## config.mk

```make
export PLATFORM = sky130hd
export DESIGN_NAME = itoa_queue
export DESIGN_NICKNAME = d
export VERILOG_FILES = /design/src/hdl/itoa_pkg.sv /design/src/hdl/itoa_queue.sv
export SDC_FILE = /design/constraint.sdc
export NUM_CORES = 1
export LEC_CHECK = 0
export BUFFER_PORTS_ARGS = -buffer_cell sky130_fd_sc_hd__buf_2
export CORE_MARGIN = 4
export CORE_UTILIZATION = 30
export CTS_CLUSTER_DIAMETER = 60
export DETAILED_ROUTE_END_ITERATION = 6
export PLACE_DENSITY_LB_ADDON = 0.15
export SYNTH_ARGS = -nofsm -noshare
export SYNTH_HDL_FRONTEND = slang
export SYNTH_SLANG_ARGS = --single-unit
```

## constraint.sdc

```tcl
create_clock -name clk -period 3.1 [get_ports clk]
set_clock_uncertainty 0.2 [all_clocks]
set_input_delay 0.155 -clock clk [delete_from_list [all_inputs] [get_ports clk]]
set_output_delay 0.155 -clock clk [all_outputs]
set_load 0.01 [all_outputs]
```

## src/hdl/itoa_pkg.sv

```systemverilog
// Shared types, constants and character helpers for the integer-to-ASCII formatter.
package itoa_pkg;

  localparam int unsigned QUEUE_DEPTH = 2;
  localparam int unsigned DIG_DEPTH   = 11;
  localparam int unsigned DIG_IDX_W   = $clog2(DIG_DEPTH);

  localparam logic [31:0] RECIP_TEN = 32'hCCCC_CCCD;
  localparam int unsigned RECIP_SHIFT = 35;

  localparam logic [7:0] CH_ZERO  = 8'h30;
  localparam logic [7:0] CH_UPPER = 8'h41;
  localparam logic [7:0] CH_MINUS = 8'h2D;
  localparam logic [7:0] CH_X     = 8'h78;
  localparam logic [7:0] CH_SPACE = 8'h20;

  typedef enum logic [2:0] {
    MODE_CHAR = 3'd0,
    MODE_UDEC = 3'd1,
    MODE_SDEC = 3'd2,
    MODE_HEX  = 3'd3,
    MODE_OCT  = 3'd4
  } mode_t;

  typedef struct packed {
    logic [2:0]  func;
    logic [31:0] value;
  } in_item_t;

  typedef struct packed {
    logic [7:0] ascii_char;
    logic       last_char;
  } out_item_t;

  typedef struct packed {
    mode_t       mode;
    logic [31:0] mag;
    logic        neg;
  } job_t;

  function automatic logic [7:0] digit_char(input logic [3:0] d);
    logic [7:0] c;
    if (d < 4'd10) begin
      c = CH_ZERO + {4'd0, d};
    end else begin
      c = CH_UPPER + {4'd0, d} - 8'd10;
    end
    return c;
  endfunction

endpackage

```

## src/hdl/itoa_queue.sv

```systemverilog
// Small register queue that decouples the front end from the converter.
module itoa_queue #(
  parameter int unsigned Depth = itoa_pkg::QUEUE_DEPTH
) (
  input  logic           clk,
  input  logic           rst_n,
  input  logic           push,
  input  itoa_pkg::job_t wr_job,
  input  logic           pop,
  output itoa_pkg::job_t rd_job,
  output logic           full,
  output logic           empty
);

  localparam int unsigned PtrW = (Depth > 1) ? $clog2(Depth) : 1;
  localparam int unsigned CntW = $clog2(Depth + 1);

  itoa_pkg::job_t  slot_r [Depth];
  logic [PtrW-1:0] wr_ptr_r, wr_ptr_nxt;
  logic [PtrW-1:0] rd_ptr_r, rd_ptr_nxt;
  logic [CntW-1:0] count_r, count_nxt;
  logic            do_push;
  logic            do_pop;

  assign full    = (count_r == CntW'(Depth));
  assign empty   = (count_r == '0);
  assign do_push = push && !full;
  assign do_pop  = pop && !empty;
  assign rd_job  = slot_r[rd_ptr_r];

  always_comb begin
    wr_ptr_nxt = wr_ptr_r;
    rd_ptr_nxt = rd_ptr_r;
    count_nxt  = count_r;
    if (do_push) begin
      wr_ptr_nxt = (wr_ptr_r == PtrW'(Depth - 1)) ? '0 : wr_ptr_r + 1'b1;
    end
    if (do_pop) begin
      rd_ptr_nxt = (rd_ptr_r == PtrW'(Depth - 1)) ? '0 : rd_ptr_r + 1'b1;
    end
    if (do_push && !do_pop) begin
      count_nxt = count_r + 1'b1;
    end else if (do_pop && !do_push) begin
      count_nxt = count_r - 1'b1;
    end
  end

  always_ff @(posedge clk) begin
    if (!rst_n) begin
      wr_ptr_r <= '0;
      rd_ptr_r <= '0;
      count_r  <= '0;
    end else begin
      wr_ptr_r <= wr_ptr_nxt;
      rd_ptr_r <= rd_ptr_nxt;
      count_r  <= count_nxt;
    end
    if (do_push) begin
      slot_r[wr_ptr_r] <= wr_job;
    end
  end

endmodule

```

==> impl_metrics.ini, run 1 <==
[critical_path]
crit_type = reg -> out
cpLargestDelayFamily = flip-flops
cp_num_buf_inv = 1
crit_chain = mux2_2 -> buf_2
start_kind = flop
critical_path_peak_fanout = 36
endpoint_kind = output pin
cpMaxStageDelayCell = dfxtp_2
critPathArrivalTime_ns = 1.83
critPathRequiredTime_ns = 2.74
critPathMaxStageDelay_ns = 0.92

[power_and_ir_drop]
p_sw_mw = 0.795
p_leak_nw = 1.51
ir_drop_mv = 0.359
total_power_mw = 3.02
seq_power_share_pct = 46.9
p_per_area_nw_per_um2 = 758
p_clk_share_pct = 29.3
internal_power_mw = 2.22
p_sw_share_pct = 26.3
combPwrFrac_pct = 23.8

[place]
io_buffer_count = 77
globalplace.congestion = 0.656
place_area_sq_um = 3360
dp_cells = 325
dp_hpwl_um = 3640
pre_cts_ws_ns = 1.20

[timing]
final_hold_viol_count = 0
rsz0062_at_grt = false
setup_tns_ns = 0
fmax_mhz = 457
setup_viol = 0
tightestPinTransition_ns = 0.886
slew_viol_final = 0
worst_slack_ns = 0.912
fin_crit_sh_pct = 70.6
min_period_ns = 2.19
holdWs_ns = 0.107
relSlewSlack_pct = 40.9

[floorplan]
start_util_pct = 30.8
dieHeight_um = 105
core.rowCount = 35
core_sq_um = 9200
die_w_um = 105
fp.dieArea_sq_um = 11000
pin_count = 78

[logic_synthesis]
ys_warn_count = 0
ys.flop_type = edfxtp_1
yosys.area.top_type_share_pct = 76.4
yosysMostFrequentCell = edfxtp_1
synthArstFlopShare_pct = 0
syn-cell-area_sq_um = 2830
synth_seq_cells = 77
synth.area.top_cells = edfxtp_1 76%, mux2_2 14%, dfxtp_1 3.5%
yosysTopAreaCell = edfxtp_1
yosysUniqueCellTypes = 21
synth_fp_nets = 178
ys_seq_area_share_pct = 80.0
synth-edff-count = 72
syn_inst = 137
syn_area_per_cell_sq_um = 20.6
synthTopCellsByCount = 72 x edfxtp_1, 36 x mux2_2, 5 x dfxtp_1, 3 x and2_1, 3 x buf_4

[clock_tree]
cts_hold_buffers = 38
cts_buffers = 9
clk_pin_slew_ns = 0.08
cts_tree = yes
postCtsSetupBuffers = 0
htree_levels = 3
clkLatencyLatePin_ns = 0.34
root_buffer = clkbuf_8
cts_resized = 0
cts_buffer_depth = 2
clkSinkCount = 77

[final_layout]
layout.nets = 304
insertedDiodeCount = 0
design_area_sq_um = 3980
fillers = 852
synthToLayoutAreaGrowth_pct = 40.7
post-route-util_pct = 43.3
drive_gt1_share_pct = 50.9
fin_cells = 378

[grt]
overflow = 0
grt_pass1_vias = 1804
antenna_found_initial = 0
grt_max_degree = 37
grt_pass1_wl_um = 8830
grtUsageTotal_pct = 10.6

[detailed_routing]
drt_iter0_drc = 32
num_vias = 1627
drtAntennaViolNets = 0
drc_errors = 0
drt-total-wl_um = 5640
wl_per_cell_um = 14.9
vias_per_cell = 4.30
dr.pass1.iters = 4

[run_status]
outcome = finished, final reports clean

[run]
max-cap-violations = 0

[min_path]
hold_path_class = in -> reg
-- layout make-up --
| cell class | instances | area [sq um] | area share, % |
|---|---|---|---|
| sequential | 77 | 2260 | 56.9 |
| clock inverter | 6 | 113 | 2.83 |
| clock buffer | 9 | 124 | 3.11 |
| multi-input combinational | 54 | 539 | 13.5 |
| tap | 111 | 139 | 3.49 |
| timing repair buffer | 119 | 796 | 20.0 |
| inverter | 2 | 7.51 | 0.189 |
-- kinds of logic (layout without fill, tap and decap cells) --
| logic type | after synthesis | after routing | share of synthesized area [%] |
|---|---|---|---|
| DFF | 77 | 77 | 80.0 |
| muxes | 36 | 36 | 14.3 |
| and+or+nand+nor | 9 | 9 | 1.95 |
| buffers and inverters | 6 | 136 | 1.24 |
| AOI/OAI and AO/OA | 5 | 5 | 1.15 |
| xor gates and xnor gates | 3 | 3 | 0.929 |
| adders and majority gates | 1 | 1 | 0.442 |
-- path summary, 6_finish.rpt --
path                                  from  depth (start not counted)  slack [ns]         end
worst max-delay path                  flop                          2        0.91  rd_job[15]
worst min register to register  count_r[1]                          2        0.34  count_r[1]
worst max register to register  count_r[0]                          6        1.12    wr_ptr_r
worst min-delay path                   pop                          4        0.11    rd_ptr_r
-- worst register-to-register path: cells and delay by family, from the launching register on --
family	cells	cell delay [ns]
AOI/OAI and AO/OA	1	0.15
buffers and inverters	3	0.86
DFF	1	0.41
and+or+nand+nor	2	0.29
-- placed cells by master, fill, tap and decap left out --
cell type      count
o21ai_1            1
clkinv_4           2
clkinv_2           1
nand2b_1           1
inv_2              1
dlygate4sd3_1     38
inv_1              1
or3_1              1
xor2_1             1
and2_1             3
dfxtp_2            1
a21boi_1           1
and3_2             1
bufinv_16          3
o21a_1             1
nor3_4             1
buf_2             77
ha_1               1
a21boi_0           1
buf_4              4
nor2_1             2
mux2_2            36
xnor2_1            2
dfxtp_1            4
o21ai_0            1
edfxtp_1          72
clkbuf_8           9
-- per-layer routing --
metal / vias up / GRT usage [%] / part of all wire (%)
li1: 779 / - / -
met1: 794 / 11.9 / 41
met2: 46 / 18.3 / 53
met3: 8 / 3.58 / 4.2
met4: 0 / 4.78 / 1.5
met5: - / 0 / 0
-- state kept, by name, summed over array words and instances, names as in the netlist, named ones only --
register  cells
count_r       2
rd_ptr_r      1
wr_ptr_r      1
slot_r       72
-- power groups by stage --
stage / combinational (mW) / sequential [mW] / clock, mW
finish: 0.717 / 1.41 / 0.885
global route: 0.785 / 1.44 / 0.961
CTS: 0.734 / 1.42 / 0.918
detailed placement: 0.691 / 1.45 / 0
global placement: 0.693 / 1.44 / 0
floorplan: 0.488 / 1.37 / 0
(Power assumes the default switching activity.)
==> run 2, diff against run 1 <==
- clock period: 3.1 -> 1.8 ns (I/O delays scaled with it)
==> impl_metrics.ini, run 2 (synthesized netlist as in run 1, its figures left out) <==
[run_status]
outcome = finished, final reports clean

[final_layout]
drive_gt1_share_pct = 51.7
insertedDiodeCount = 0
largest_register_ffs = 72
synthToLayoutAreaGrowth_pct = 40.7
layout.nets = 306
layout_commonest_cell = buf_2
top_register = slot_r
layout_common_cells = 77 x buf_2, 72 x edfxtp_1, 38 x dlygate4sd3_1, 36 x mux2_2, 9 x clkbuf_8
largestRegisters = slot_r: 72 flops, count_r: 2 flops

[place]
globalplace.congestion = 0.657
pre_cts_ws_ns = 0.100
dp_hpwl_um = 3420
io_buffer_count = 77

[power_and_ir_drop]
p_leak_nw = 1.50
total_power_mw = 4.96
p_per_area_nw_per_um2 = 1250
ir_drop_mv = 0.520

[timing]
worst_slack_ns = 0.0864
slew_viol_final = 0
rsz0062_at_grt = false
final_hold_viol_count = 0
min_period_ns = 1.71
fin_crit_sh_pct = 95.2
relSlewSlack_pct = 85.2
holdWs_ns = 0.0318
setup_viol = 0
fmax_mhz = 584
tightestPinTransition_ns = 0.222

[clock_tree]
clkSinkCount = 77
clk_pin_slew_ns = 0.07
clkLatencyLatePin_ns = 0.33
root_buffer = clkbuf_8
cts_buffer_depth = 2
postCtsSetupBuffers = 0
htree_levels = 3
cts_tree = yes
cts_buffers = 9

[grt]
grt_pass1_wl_um = 8800
grtUsageTotal_pct = 10.5
overflow = 0
grt_max_degree = 25
grt_pass1_vias = 1745
antenna_found_initial = 0

[critical_path]
path_depth = 3
start_kind = flop
timing.rr.start = count_r[0]
crit_type = reg -> out
worstReg2RegEnd = count_r[1]
endpoint_kind = output pin
cpLargestDelayFamily = buffers and inverters
ff2ff_path_depth = 6
cp_num_buf_inv = 2
crit_end = rd_job[11]
critPathRequiredTime_ns = 1.51
critPathArrivalTime_ns = 1.42
cpMaxStageDelayCell = mux2_2
critical_path_peak_fanout = 15
critPathMaxStageDelay_ns = 0.37
crit_chain = buf_4 -> mux2_2 -> buf_2
r2r_slack_ns = 0.11

[floorplan]
core.rowCount = 35
pin_count = 78
start_util_pct = 30.8
core_sq_um = 9200
fp.dieArea_sq_um = 11000
dieHeight_um = 105
die_w_um = 105

[detailed_routing]
num_vias = 1617
drt_iter0_drc = 51
drt-total-wl_um = 5390
dr.pass1.iters = 4
vias_per_cell = 4.26
drtAntennaViolNets = 0
wl_per_cell_um = 14.2
drc_errors = 0

[min_path]
hold_path_class = in -> reg

[run]
max-cap-violations = 0
## run 2: changes by cell type in the layout (fill, tap and decap cells not counted), sizes merged
cell      delta
buf          +2
bufinv       -2
clkinv       +1
clkinvlp     +1
## run 2: worst min path at each step
stage	startpoint	end	slack, ns	cells after the start
after floorplan	wr_job[0]	slot_r[0][0]	-0.01	0
after global placement	wr_job[10]	slot_r[0][10]	0.08	1
after detailed placement	wr_job[18]	slot_r[1][18]	0.08	1
after CTS	pop	rd_ptr_r	0.01	4
after global routing	pop	rd_ptr_r	0.09	4
final	pop	rd_ptr_r	0.03	4
## run 2: metal layers
| layer | track usage (%) | up-vias | part of all wire, % |
|---|---|---|---|
| li1 | - | 784 | - |
| met1 | 13.2 | 774 | 46 |
| met2 | 16.0 | 52 | 46 |
| met3 | 3.71 | 7 | 6.0 |
| met4 | 5.34 | 0 | 1.3 |
| met5 | 0 | - | 0 |
## run 2: area by class of cell
cell class,count,area [sq um]
Clock buffer,9,124
Clock inverter,6,55.1
Fill cell,852,5220
Inverter,2,10.0
Multi-Input combinational cell,54,547
Sequential cell,77,2270
Tap cell,111,139
Timing Repair Buffer,121,840
## run 2: through the flow
step | util (%) | std cells | TNS, ns | area, sq um
6_report | 43.3 | 380 | 0 | 3980
5_1_grt | 43.3 | 380 | 0 | 3980
4_1_cts | 43.3 | 380 | 0 | 3980
3_5_place_dp | 37.1 | 327 | 0 | 3420
3_3_place_gp | 37.1 | 327 | 0 | 3420
2_1_floorplan | - | 137 | -10.50 | 2850
## run 2: what timing repair did
item                                   in CTS  in global routing
hold buffers                               38                  0
pin swaps                                   0                  0
setup endpoints to repair                  17                  1
gates resized for setup                     1                  1
endpoints found under the hold margin      77                  0
## run 2: worst register-to-register path: stages (launching register included)
cell	delay, ns
dfxtp_2	0.35
nand2b_4	0.16
inv_4	0.07
nor2_1	0.04
ha_1	0.33
or3_1	0.35
a21boi_1	0.13
## run 2: power breakdown
| group | total (mW) | switching (mW) | internal [mW] |
|---|---|---|---|
| logic | 1.42 | 0.703 | 0.715 |
| clock network | 1.20 | 0.586 | 0.618 |
| registers | 2.33 | 0.0768 | 2.26 |
| total | 4.96 | 1.37 | 3.59 |
