## config.mk

```make
export PLATFORM = sky130hd
export DESIGN_NAME = itoa_front
export DESIGN_NICKNAME = d
export VERILOG_FILES = /design/src/hdl/itoa_pkg.sv /design/src/hdl/itoa_front.sv
export SDC_FILE = /design/constraint.sdc
export NUM_CORES = 1
export LEC_CHECK = 0
export BUFFER_PORTS_ARGS = -buffer_cell sky130_fd_sc_hd__buf_2
export CAP_MARGIN = 20
export CORE_ASPECT_RATIO = 1.1
export CORE_MARGIN = 3
export CORE_UTILIZATION = 42
export DETAILED_ROUTE_END_ITERATION = 6
export GPL_TIMING_DRIVEN = 0
export PLACE_DENSITY = 0.91
export SLEW_MARGIN = 20
export SYNTH_ARGS = -nofsm -noshare
export SYNTH_HDL_FRONTEND = slang
export SYNTH_SLANG_ARGS = --single-unit
```

## constraint.sdc

```tcl
create_clock -name vclk -period 3.7
set_clock_uncertainty 0.15 [all_clocks]
set_input_delay 0.74 -clock vclk [all_inputs]
set_output_delay 0.74 -clock vclk [all_outputs]
set_load 0.01 [all_outputs]
```

## src/hdl/itoa_pkg.sv

```systemverilog
// Shared types, constants and character helpers for the integer-to-ASCII formatter.
package itoa_pkg;

  localparam int unsigned QUEUE_DEPTH = 2;
  localparam int unsigned DIG_DEPTH   = 11;
  localparam int unsigned DIG_IDX_W   = $clog2(DIG_DEPTH);

  localparam logic [31:0] RECIP_TEN = 32'hCCCC_CCCD;
  localparam int unsigned RECIP_SHIFT = 35;

  localparam logic [7:0] CH_ZERO  = 8'h30;
  localparam logic [7:0] CH_UPPER = 8'h41;
  localparam logic [7:0] CH_MINUS = 8'h2D;
  localparam logic [7:0] CH_X     = 8'h78;
  localparam logic [7:0] CH_SPACE = 8'h20;

  typedef enum logic [2:0] {
    MODE_CHAR = 3'd0,
    MODE_UDEC = 3'd1,
    MODE_SDEC = 3'd2,
    MODE_HEX  = 3'd3,
    MODE_OCT  = 3'd4
  } mode_t;

  typedef struct packed {
    logic [2:0]  func;
    logic [31:0] value;
  } in_item_t;

  typedef struct packed {
    logic [7:0] ascii_char;
    logic       last_char;
  } out_item_t;

  typedef struct packed {
    mode_t       mode;
    logic [31:0] mag;
    logic        neg;
  } job_t;

  function automatic logic [7:0] digit_char(input logic [3:0] d);
    logic [7:0] c;
    if (d < 4'd10) begin
      c = CH_ZERO + {4'd0, d};
    end else begin
      c = CH_UPPER + {4'd0, d} - 8'd10;
    end
    return c;
  endfunction

endpackage

```

## src/hdl/itoa_front.sv

```systemverilog
// Front end: accepts input beats, decodes the format and forms the magnitude.
module itoa_front (
  input  logic                 in_valid,
  input  itoa_pkg::in_item_t   in_data,
  output logic                 in_stall,
  input  logic                 q_full,
  output logic                 push,
  output itoa_pkg::job_t       job
);

  logic func_ok;
  logic neg;

  always_comb begin
    func_ok = 1'b1;
    case (in_data.func)
      itoa_pkg::MODE_CHAR: job.mode = itoa_pkg::MODE_CHAR;
      itoa_pkg::MODE_UDEC: job.mode = itoa_pkg::MODE_UDEC;
      itoa_pkg::MODE_SDEC: job.mode = itoa_pkg::MODE_SDEC;
      itoa_pkg::MODE_HEX:  job.mode = itoa_pkg::MODE_HEX;
      itoa_pkg::MODE_OCT:  job.mode = itoa_pkg::MODE_OCT;
      default: begin
        job.mode = itoa_pkg::MODE_CHAR;
        func_ok  = 1'b0;
      end
    endcase
    neg      = (job.mode == itoa_pkg::MODE_SDEC) && in_data.value[31];
    job.neg  = neg;
    job.mag  = neg ? (32'd0 - in_data.value) : in_data.value;
  end

  // Undefined selectors are accepted and dropped without taking a queue slot.
  assign in_stall = q_full;
  assign push     = in_valid && !q_full && func_ok;

endmodule

```

==> reports/metrics.yaml, run 1 <==
grt.overflow.total: 0
grt_pass1_vias: 997
rsz0062_at_grt: "false"
drive_above_1_share_pct: 49.2
dpl_cell_area_um2: 1170
ys_seq_area_share_pct: 0
yosys_warnings: 0
maxCapViolCount: 0
power_density_nw_per_um2: 105
slew_headroom_pct: 66.8
syn-num-nets: 146
leakage_nw: 0.620
crit_arrival_ns: 2.65
dr_total_vias: 1059
setup_violations: 0
hpwl_um: 2200
critPathLaunch: "in_data[3]"
worst_pin_slew_ns: 0.494
synthCells: 108
critPathMaxFanout: 6
final-instance-count-excl-fill: 200
gp_congestion: 0.744
die_y_um: 51.1
layout.nets: 223
drc: 0
worstHoldStart: "in_data[33]"
cp_data_required_time_ns: 2.81
antennaDiodeCount: 0
drt_iter0_drc: 13
min_period_over_period_pct: 95.6
cp_common_cell: "buf_2"
hold_viol_final: 0
path_class: "input pin to output pin"
fin_setup_tns_ns: 0
first_pass_iters: 4
hp-class: "input pin to output pin"
post-place-ws_ns: 0.0839
crit_slowest_cell: "or4_4"
syn-cell-area_um2: 777
ant_nets: 0
die_area_um2: 2400
finalWirelength_um: 2600
finalCoreUtilization_pct: 71.4
core_um2: 1650
syn_to_final_growth_pct: 51.7
syn_area_per_cell_um2: 7.19
gr-usage-all-layers_pct: 21.2
grt_max_degree: 11
die_x_um: 47.0
seq_area_um2: 0
grt_pass1_wl_um: 4060
postCtsHoldBufs: 0
start_kind: "input pin"
fin_ws_ns: 0.164
holdWs_ns: 1.59
vias_per_cell: 5.30
worstPathCellList: "buf_2 > or4_4 > nor4_4 > nand4bb_4 > o41ai_2 > xnor2_1 > buf_2"
ys_types: 30
status: "completed"
fill_cells: 163
cts_setup_buffers: 0
wl_per_cell_um: 13.0
port_buffers: 75
final_area_um2: 1180
max_stage_delay_ns: 0.55
irDropWorstVdd_uv: 58.4
power_mw: 0.124
grt_antenna_before_repair: 0
worstSetupEndpointType: "output pin"
io_pins: 75
drv_slew: 0
design.seq.count: 0
n_clock_buffer: 0
max_freq_mhz: 283
start_util_pct: 47.0
finalCriticalPeriod_ns: 3.54
rows: 15
dp.cells: 200
cells in the mapped netlist, types with 2 or more instances:
library cell,n,area share (%)
xor2_1,16,18
xnor2_1,13,15
nor2b_1,2,1.6
a21oi_1,11,7.1
buf_2,2,1.3
nor3_1,3,1.9
nor3b_1,2,1.9
nor4_4,2,5.5
buf_4,3,2.9
nand2b_1,3,2.4
o41ai_2,2,4.2
nand2_1,6,2.9
nor4_1,2,1.6
o21ai_0,9,5.8
inv_1,4,1.9
o41ai_1,2,2.3
nor2_1,13,6.3
worst max-delay path: cells and delay by family:
family | cells | cell delay [ns]
XOR/XNOR | 1 | 0.17
AND/OR/NAND/NOR | 3 | 1.14
buffers and inverters | 2 | 0.29
AO/OA/AOI/OAI | 1 | 0.31
cells by family (layout without fill, tap and decap cells):
logic type,count (synthesis),in the layout,synth area share [%]
AO/OA/AOI/OAI,27,27,22.7
adder cells (fa/ha/maj),1,1,1.61
AND/OR/NAND/NOR,41,41,36.4
XOR/XNOR,29,29,32.7
buffers and inverters,10,85,6.60
worst paths after layout:
kind       to  slack, ns  cells after the start
max   job[30]       0.16                      7
min   job[35]       1.59                      3
timing repair:
action	4_1_cts	5_1_grt
hold endpoints to repair	0	0
resized for setup	0	1
endpoints found under the setup margin	0	4
power breakdown:
part	switching (mW)	internal [mW]	leakage (nW)
clock	0	0	0
sequential	0	0	0
combinational	0.0678	0.0562	0.620
area by class of cell:
| cell class | instances | area [µm²] | share of cell area, % |
|---|---|---|---|
| multi-input combinational | 98 | 731 | 62.0 |
| timing repair buffer | 75 | 375 | 31.8 |
| buffer | 6 | 36.3 | 3.08 |
| tap | 17 | 21.3 | 1.80 |
| inverter | 4 | 15.0 | 1.27 |
metal layers:
metal / share of wire [%] / vias up / global-route usage, %
met5: 0 / - / 0
met3: 9.7 / 2 / 1.41
met4: 0.65 / 0 / 1.84
li1: - / 533 / -
met1: 39 / 467 / 26.0
met2: 50 / 57 / 39.8
cells in the final DEF, fill, tap and decap left out:
cell type / instances
nor3_1: 3
nand2_1: 6
nand4bb_4: 1
buf_4: 3
and3b_1: 1
nor2_1: 13
nor3b_1: 1
nor2b_1: 2
and4_1: 1
xor2_1: 16
or3_1: 1
a21oi_1: 11
a31oi_1: 1
ha_1: 1
nand3_2: 1
nor4b_2: 1
o41ai_1: 2
nor4_1: 2
nor3b_2: 1
o21ai_0: 9
o41ai_2: 2
o31ai_1: 1
nand2b_1: 3
o31ai_2: 1
or4_4: 1
xnor2_1: 13
clkbuf_1: 1
inv_1: 4
buf_2: 77
nor4_4: 2
nand3b_1: 1
(Power assumes the default switching activity.)
==> run 2: changes to the inputs <==
--- a/config.mk
+++ b/config.mk
@@ -9,10 +9,10 @@
 export CAP_MARGIN = 20
 export CORE_ASPECT_RATIO = 1.1
 export CORE_MARGIN = 3
-export CORE_UTILIZATION = 42
+export CORE_UTILIZATION = 40
 export DETAILED_ROUTE_END_ITERATION = 6
 export GPL_TIMING_DRIVEN = 0
-export PLACE_DENSITY = 0.91
+export PLACE_DENSITY = 0.87
 export SLEW_MARGIN = 20
 export SYNTH_ARGS = -nofsm -noshare
 export SYNTH_HDL_FRONTEND = slang
==> constraint.sdc (replaced) <==
create_clock -name vclk -period 4.3
set_clock_uncertainty 0.15 [all_clocks]
set_input_delay 0.86 -clock vclk [all_inputs]
set_output_delay 0.86 -clock vclk [all_outputs]
set_load 0.01 [all_outputs]
==> run 2 against run 1 <==
Effect of this change:
- cell count grew 0.50%
- count of clock-buffer cells in the layout is the same
- worst hold slack better by 0.23 ns
- wire length is 8.2% lower
- sequential cell count unchanged
- sequential share of layout area is the same
- largest cell class unchanged
==> reports/metrics.yaml, run 2 (same netlist as run 1, synthesis figures left out) <==
fill_cells: 170
gr-usage-all-layers_pct: 18.0
die_area_um2: 2510
worstPathCellList: "buf_2 > inv_1 > ha_1 > nor3b_1 > and4_1 > buf_2 > nor4b_2 > a31oi_1 > xor2_1 > buf_2"
min_period_over_period_pct: 89.5
rows: 16
crit_slowest_cell: "nor3b_1"
status: "completed"
cell_internal_pwr_mw: 0.0482
hold_viol_final: 0
port_buffers: 75
power_density_nw_per_um2: 89.6
antennaDiodeCount: 0
worst_pin_slew_ns: 0.505
irDropWorstVdd_uv: 45.6
design.seq.count: 0
max_freq_mhz: 260
crit_family: "simple AND/OR/NAND/NOR gates"
seq_area_um2: 0
final_area_um2: 1170
n_clock_buffer: 0
io_pins: 75
layout.nets: 223
swShare_pct: 54.2
drc: 0
grt_pass1_vias: 868
cts_setup_buffers: 0
final-instance-count-excl-fill: 201
fin_setup_tns_ns: 0
dpl_cell_area_um2: 1170
start_kind: "input pin"
max_stage_delay_ns: 0.38
final_common_cell: "buf_2"
die_x_um: 48.0
leakage_nw: 0.619
wl_per_cell_um: 11.9
grt_pass1_wl_um: 3560
syn_to_final_growth_pct: 51.2
die_y_um: 52.2
vias_per_cell: 5.09
finalWirelength_um: 2390
drive_above_1_share_pct: 48.6
rsz0062_at_grt: "false"
maxCapViolCount: 0
setup_violations: 0
post_cts_resized: 0
core_um2: 1800
first_pass_iters: 4
cp_common_cell: "buf_2"
postCtsHoldBufs: 0
slew_headroom_pct: 66.1
crit_arrival_ns: 2.84
clkPwrFrac_pct: 0
multi_input_area_um2: 726
grt_max_degree: 11
final_cell_mix: "77 x buf_2, 16 x xor2_1, 13 x nor2_1, 13 x xnor2_1, 11 x a21oi_1"
dr_total_vias: 1024
ant_nets: 0
grt.overflow.total: 0
dp.cells: 201
cp_data_required_time_ns: 3.29
p_comb_share_pct: 100.0
drv_slew: 0
worstSetupEndpointType: "output pin"
gp_congestion: 0.790
start_util_pct: 43.1
grt_antenna_before_repair: 0
finalCoreUtilization_pct: 65.2
hp-class: "input pin to output pin"
critPathMaxFanout: 6
hpwl_um: 2080
drt_iter0_drc: 8
holdWs_ns: 1.83
seq_power_share_pct: 0
switchingPower_mw: 0.0570
path_buf_inv: 4
finalCriticalPeriod_ns: 3.85
path_class: "input pin to output pin"
-- run 2: power by group through the flow --
stage,clock [mW],sequential (mW),combinational [mW]
global route,0,0,0.115
finish,0,0,0.105
floorplan,0,0,0.0482
global placement,0,0,0.103
detailed placement,0,0,0.106
CTS,0,0,0.106
-- run 2: final cells by class --
cell class	count	area share, %
multi-input cells	98	61.8
repair buffers	75	31.9
plain buffers	6	3.09
well taps	18	1.92
inverters	4	1.28
-- run 2: routing by layer --
layer	up-vias	track usage [%]	wire length [µm]
met2	37	33.7	1250
li1	533	-	-
met4	0	0.448	0
met3	0	0.344	146
met1	454	23.4	991
met5	-	0	0
-- run 2: path summary, 6_finish.rpt --
| kind | slack (ns) | endpoint | cells past startpoint | start |
|---|---|---|---|---|
| hold / removal | 1.83 | job[35] | 3 | in_data[33] |
| setup / recovery | 0.45 | job[31] | 10 | in_data[1] |
-- run 2: through the flow --
| step | worst slack (ns) | total power [mW] |
|---|---|---|
| 2_1_floorplan | 0.909 | 0.0482 |
| 3_5_place_dp | 0.445 | 0.106 |
| 4_1_cts | 0.448 | 0.106 |
| 5_1_grt | 0.198 | 0.115 |
| 3_3_place_gp | 0.524 | 0.103 |
| 6_report | 0.450 | 0.105 |
==> run 3: changes to the inputs <==
--- a/config.mk
+++ b/config.mk
@@ -9,10 +9,11 @@
 export CAP_MARGIN = 20
 export CORE_ASPECT_RATIO = 1.1
 export CORE_MARGIN = 3
-export CORE_UTILIZATION = 40
+export CORE_UTILIZATION = 35
 export DETAILED_ROUTE_END_ITERATION = 6
 export GPL_TIMING_DRIVEN = 0
-export PLACE_DENSITY = 0.87
+export MAX_ROUTING_LAYER = met4
+export PLACE_DENSITY = 0.81
 export SLEW_MARGIN = 20
 export SYNTH_ARGS = -nofsm -noshare
 export SYNTH_HDL_FRONTEND = slang
==> constraint.sdc (replaced) <==
create_clock -name vclk -period 3.52
set_clock_uncertainty 0.15 [all_clocks]
set_input_delay 0.704 -clock vclk [all_inputs]
set_output_delay 0.704 -clock vclk [all_outputs]
set_load 0.01 [all_outputs]
==> run 3 against run 2 <==
Effect of this change:
- sequential cell count did not move
- die area rose by 13%
- critical endpoint is now job[30]
- critical path depth is 3 lower
- utilization decreased by 7.0 points
- via count up 3.6%
- cell area up 2.2%
- wire length is 5.4% higher
- non-clock buffer count is the same
- cell count grew 5.0%
- first-iteration DRC count increased by 38%
==> reports/metrics.yaml, run 3 (same netlist as run 1, synthesis figures left out) <==
worst_pin_slew_ns: 0.479
drive_above_1_share_pct: 49.2
wl_per_cell_um: 11.9
holdWs_ns: 1.52
syn_to_final_growth_pct: 54.6
critPathMaxFanout: 6
vias_per_cell: 5.03
max_stage_delay_ns: 0.55
grt.overflow.total: 0
gr-usage-all-layers_pct: 16.8
rows: 17
start_kind: "input pin"
hpwl_um: 2160
max_freq_mhz: 294
core_um2: 2060
path_buf_inv: 2
crit_family: "simple AND/OR/NAND/NOR gates"
ant_nets: 0
die_y_um: 55.4
grt_antenna_before_repair: 0
drv_slew: 0
io_pins: 75
rsz0062_at_grt: "false"
cp_data_required_time_ns: 2.67
worstSetupEndpointType: "output pin"
die_x_um: 50.9
drc: 0
min_period_over_period_pct: 96.5
hold_viol_final: 0
design.seq.count: 0
postCtsHoldBufs: 0
first_pass_iters: 4
power_density_nw_per_um2: 108
final_cell_mix: "77 x buf_2, 16 x xor2_1, 13 x nor2_1, 13 x xnor2_1, 11 x a21oi_1"
crit_arrival_ns: 2.54
path_class: "input pin to output pin"
irDropWorstVdd_uv: 75.4
status: "completed"
final_common_cell: "buf_2"
fin_setup_tns_ns: 0
hp-class: "input pin to output pin"
cp_common_cell: "buf_2"
start_util_pct: 37.7
grt_pass1_vias: 1018
slew_headroom_pct: 67.8
grt_max_degree: 11
layout.nets: 223
dr_total_vias: 1061
seq_area_um2: 0
antennaDiodeCount: 0
crit_slowest_cell: "or4_4"
die_area_um2: 2820
port_buffers: 75
grt_pass1_wl_um: 3910
drt_iter0_drc: 11
finalCriticalPeriod_ns: 3.40
worstPathCellList: "buf_2 > or4_4 > nor4_4 > nand4bb_4 > o41ai_2 > xnor2_1 > buf_2"
setup_violations: 0
gp_congestion: 0.848
maxCapViolCount: 0
finalWirelength_um: 2520
leakage_nw: 0.625
n_clock_buffer: 0
-- run 3: cell types whose count changed in the layout (fill, tap and decap cells not counted) --
cell,delta
nor4b_2,-1
nor4b_4,+1
nor3b_2,+1
nor3b_1,-1
-- run 3: final timing paths --
| check | from | endpoint | slack, ns | depth (start not counted) |
|---|---|---|---|---|
| worst max-delay path | in_data[3] | job[30] | 0.12 | 7 |
| worst min-delay path | in_data[33] | job[35] | 1.52 | 3 |
-- run 3: per-stage QoR --
step | power (mW) | area, µm² | setup WS, ns | util (%) | instances
CTS | 0.130 | 1190 | 0.120 | 57.8 | 211
detailed placement | 0.129 | 1190 | -0.0184 | 57.6 | 211
finish | 0.130 | 1200 | 0.123 | 58.2 | 211
global route | 0.140 | 1200 | 0.00644 | 58.2 | 211
floorplan | 0.0589 | 777 | 0.441 | - | 108
global placement | 0.126 | 1190 | 0.00583 | 57.6 | 211
-- run 3: repair_timing --
action | 4_1_cts | 5_1_grt
buffers inserted | 0 | 0
resized for setup | 1 | 1
setup endpoints to repair | 4 | 4
-- run 3: layer usage --
layer	track usage [%]	wire length (µm)
met4	2.31	31
met3	0	156
met5	-	0
met2	31.5	1260
met1	20.1	1070
-- run 3: final cells by class --
type                       instances  area (µm²)
buffer                             6        36.3
fill                             196         862
inverter                           4        15.0
multi-input combinational         98         739
tap                               28        35.0
timing repair buffer              75         375
-- run 3: power breakdown --
group | total (mW) | leakage (nW) | internal (mW) | switching [mW]
Clock | 0 | 0 | 0 | 0
Combinational | 0.130 | 0.625 | 0.0590 | 0.0706
Sequential | 0 | 0 | 0 | 0
